$ cat src/design/sact_pkg.sv
package sact_pkg;

   localparam int ADDR_W  = 32;
   localparam int CNT_W   = 32;
   localparam int STAMP_W = 32;
   localparam int OFS_W   = 4;
   localparam int CSR_IDX_W = 1;
   localparam int CSR_DATA_W = 4;

   localparam logic [CSR_IDX_W-1:0] CSR_REPLACE_POLICY = 1'b0;
   localparam logic [CSR_IDX_W-1:0] CSR_OFFSET_BITS    = 1'b1;

   localparam logic POLICY_LRU  = 1'b0;
   localparam logic POLICY_FIFO = 1'b1;

   localparam logic CMD_READ  = 1'b0;
   localparam logic CMD_WRITE = 1'b1;

   typedef struct packed {
      logic              cmd;
      logic [ADDR_W-1:0] address;
   } req_type;

   typedef struct packed {
      logic             hit;
      logic [3:0]       way;
      logic             evicted;
      logic [CNT_W-1:0] read_hit_count;
      logic [CNT_W-1:0] read_miss_count;
      logic [CNT_W-1:0] write_hit_count;
      logic [CNT_W-1:0] write_miss_count;
   } rsp_type;

   // Classified access handed from the front end to the back end.
   typedef struct packed {
      logic              cmd;
      logic [ADDR_W-1:0] block;
   } acc_type;

endpackage

$ cat src/design/sact_front.sv
module sact_front (
   input  logic                       start,
   input  sact_pkg::req_type          req_data,
   input  logic [sact_pkg::OFS_W-1:0] offset_bits,
   input  logic                       q_full,
   output logic                       busy,
   output logic                       q_push,
   output sact_pkg::acc_type          q_data
);

   // Busy while the queue cannot take another access.
   assign busy   = q_full;
   assign q_push = start && !q_full;

   always_comb begin
      q_data.cmd   = req_data.cmd;
      q_data.block = req_data.address >> offset_bits;
   end

endmodule

$ cat config.mk
export PLATFORM = sky130hd
export DESIGN_NAME = sact_front
export DESIGN_NICKNAME = d
export VERILOG_FILES = /design/src/design/sact_pkg.sv /design/src/design/sact_front.sv
export SDC_FILE = /design/constraint.sdc
export NUM_CORES = 1
export LEC_CHECK = 0
export ABC_AREA = 1
export CELL_PAD_IN_SITES_DETAIL_PLACEMENT = 0
export CELL_PAD_IN_SITES_GLOBAL_PLACEMENT = 1
export CORE_MARGIN = 3
export CORE_UTILIZATION = 43
export DETAILED_ROUTE_END_ITERATION = 10
export DONT_BUFFER_PORTS = 1
export GPL_ROUTABILITY_DRIVEN = 0
export PLACE_DENSITY = 0.95
export SYNTH_ARGS = -nofsm -noshare
export SYNTH_HDL_FRONTEND = slang
export SYNTH_SLANG_ARGS = --single-unit
$ cat constraint.sdc
create_clock -name vclk -period 2.1
set_clock_uncertainty 0.15 [all_clocks]
set_input_delay 0.315 -clock vclk [all_inputs]
set_output_delay 0.315 -clock vclk [all_outputs]
set_load 0.02 [all_outputs]
==> Yosys cells after proc, flatten, opt, wreduce, memory -nomap -nowiden <==
Cells that the tools add are included.
{ "totals": {"reg_bits": 0, "in_bits": 39, "word_cells": 3} }
{ "classes": {"shift": 1, "n_reduce_logical": 2} }
{ "op_table": {"columns": ["cell", "count"], "rows": [
  ["right shift 32 x 4 -> 32 bit", 1],
  ["logical AND 1 bit", 1],
  ["zero test 1 bit", 1]
]} }

==> Depth between registers and ports, before layout <==
{ "depth": {"depth_word": 2, "ltp_mapped": 8, "depth_no_buf": 7} }

==> Worst setup path before layout <==
OpenSTA, ideal clock, no wires.
{ "synth_path": {"kind": "input to output", "startpoint": "input port offset_bits[1] (netlist bit)", "endpoint": "output port q_data[31] (netlist bit)", "arrival_time_ns": 1.196, "required_time_ns": 1.635, "stages": 4, "path_slack_ns": 0.439, "cell_sequence": "inv_1 > buf_2 > nand3_1 > nor3_1"} }
{ "synth_rtl": {"columns": ["element", "line", "rtl"], "rows": [
  ["start: declaration", "sact_front.sv:4", "input logic [sact_pkg::OFS_W-1:0] offset_bits,"],
  ["end: declaration", "sact_front.sv:8", "output sact_pkg::acc_type q_data"]
]} }

==> impl_metrics.py <==
metrics = {
    "pwr": {
        "power-per-cell-area_mw_per_mm2": 284,
        "seq_power_share": 0,
        "switching_share": 0.711,
        "p_leak_uw": 0.000846,
        "p_int_uw": 117,
        "pwr-share-comb": 1.000,
        "switching_power_uw": 288,
        "irDropWorstVdd_mv": 0.135,
        "power_uw": 406,
        "p_clk_frac": 0,
    },
    "drt": {
        "routed_wl_um": 4850,
        "route.vias.total": 2080,
        "wl_met1_um": 2020,
        "top_layer": "met4",
        "dr.pass1.iters": 5,
        "ant_nets": 0,
        "wl_met3_um": 563,
        "viasPerCell": 5.81,
        "drc": 0,
        "route.met2.wl_um": 2220,
        "avgRoutedWirePerCell_um": 13.5,
        "drt-initial-drc-count": 270,
    },
    "setup_path": {
        "cp_top_family": "simple AND/OR/NAND/NOR gates",
        "cp-end-kind": "primary output",
        "cp-start-kind": "primary input",
        "required_ns": 1.63,
        "critPathBufInv": 2,
        "worst-path-max-fanout": 32,
        "critical_path_class": "primary input to primary output",
        "critical_path.most_common_cell": "nand2_1",
        "cp.arrival_ns": 1.39,
        "crit_slowest_cell": "inv_2",
        "slowest_delay_ns": 0.30,
        "worstPathCellList": "inv_2, buf_4, nand2_1, nand3_1, nand3_1, nand2_1, nand2_1, nand2_1",
    },
    "cts": {
        "cts_hold_buf": 0,
        "postCtsSetupBuffers": 0,
        "cts_resized": 0,
    },
    "sta": {
        "relSlewSlack": 0.721,
        "drv_slew": 0,
        "fin_crit_sh": 0.881,
        "clock.fmax_mhz": 540,
        "final.setup.tns_ns": 0,
        "hold_viol_final": 0,
        "rsz0062_at_grt": "no",
        "period_minus_slack_ns": 1.85,
        "setup_viol": 0,
        "tightest_slew_ns": 0.418,
    },
    "finish": {
        "layout_commonest_cell": "nand2_1",
        "fillers": 391,
        "diodes": 0,
        "seq_area_sq_um": 0,
        "drive_above_1_share": 0.0382,
        "layout_common_cells": "nand2_1 (172), nand3_1 (114), buf_4 (11), nor2_1 (6), inv_1 (4)",
        "nNetsFinal": 355,
        "nClkBuffers": 0,
        "synthToLayoutAreaGrowth_pct": 1.06,
        "seq_cells": 0,
    },
    "hold_path": {
        "hold_class": "primary input to primary output",
    },
    "logic_synthesis": {
        "syn_area_sq_mm": 0.00141,
        "synth.distinct_cells": 12,
        "yosys_warnings": 0,
        "syn-num-nets": 368,
        "yosysSeqAreaShare": 0,
        "syn_avg_cell_area_sq_um": 4.30,
        "syn_inst": 329,
    },
    "global_routing": {
        "grt_pass1_wl_um": 7690,
        "grt_start_max_net_pins": 34,
        "grt_pass1_vias": 1671,
        "grt-ovfl-total": 0,
        "antenna_found_initial": 0,
        "track_usage": 0.222,
    },
    "place": {
        "port_buffers": 0,
        "dp_hpwl_um": 3620,
    },
    "floorplanning": {
        "rows": 20,
        "ioPinCount": 74,
        "fp.coreArea_sq_mm": 0.00310,
        "start_util": 0.456,
        "die_h_um": 63.3,
        "die-area_sq_mm": 0.00401,
        "die_x_um": 63.3,
    },
    "status": {
        "outcome": "finished, final reports clean",
    },
    "job": {
        "max_cap_violations": 0,
    },
}
[cell usage after synthesis]
library cell	count	area [sq um]
inv_1	4	15.0
buf_1	4	15.0
buf_4	2	15.0
buf_2	14	70.1
nor2_1	6	22.5
nand3_1	114	571
nor3_1	3	15.0
clkbuf_1	6	22.5
nand4_1	2	12.5
and3_1	1	6.26
inv_2	1	3.75
nand2_1	172	646
[layout make-up]
type / instances / area (sq um) / share of cell area
repair buffers: 11 / 82.6 / 0.0578
inverters: 5 / 18.8 / 0.0131
multi-input cells: 298 / 1270 / 0.891
well taps: 44 / 55.1 / 0.0385
[cell families after synthesis]
kind of cell	synth area share
AND/OR/NAND/NOR	0.900
buffers and inverters	0.100
[worst paths after layout]
| check | from | end | cells past startpoint |
|---|---|---|---|
| setup / recovery | offset_bits[0] | q_data[4] | 8 |
| hold / removal | req_data[32] | q_data[32] | 0 |
[stage by stage]
stage	instance area [sq um]	hold slack [ns]	cells	util	setup slack, ns
6_report	1430	0.480	358	0.460	0.249
5_1_grt	1430	0.480	358	0.460	0.124
4_1_cts	1430	0.480	358	0.460	0.268
3_5_place_dp	1430	0.480	358	0.460	0.276
3_3_place_gp	1430	0.480	358	0.460	0.290
2_1_floorplan	1410	0.560	329	-	0.439
[layer usage]
metal | vias to the layer above | GRT usage
met5 | - | 0
met4 | 0 | 0.0162
met3 | 8 | 0.0410
met2 | 117 | 0.351
met1 | 898 | 0.325
li1 | 1057 | -
[power by group through the flow]
stage               sequential (uW)  combinational (uW)  clock (uW)
finish                            0                 406           0
global route                      0                 452           0
CTS                               0                 403           0
detailed placement                0                 402           0
global placement                  0                 399           0
floorplan                         0                 369           0
Note: power is estimated with default switching activity, not from simulation.
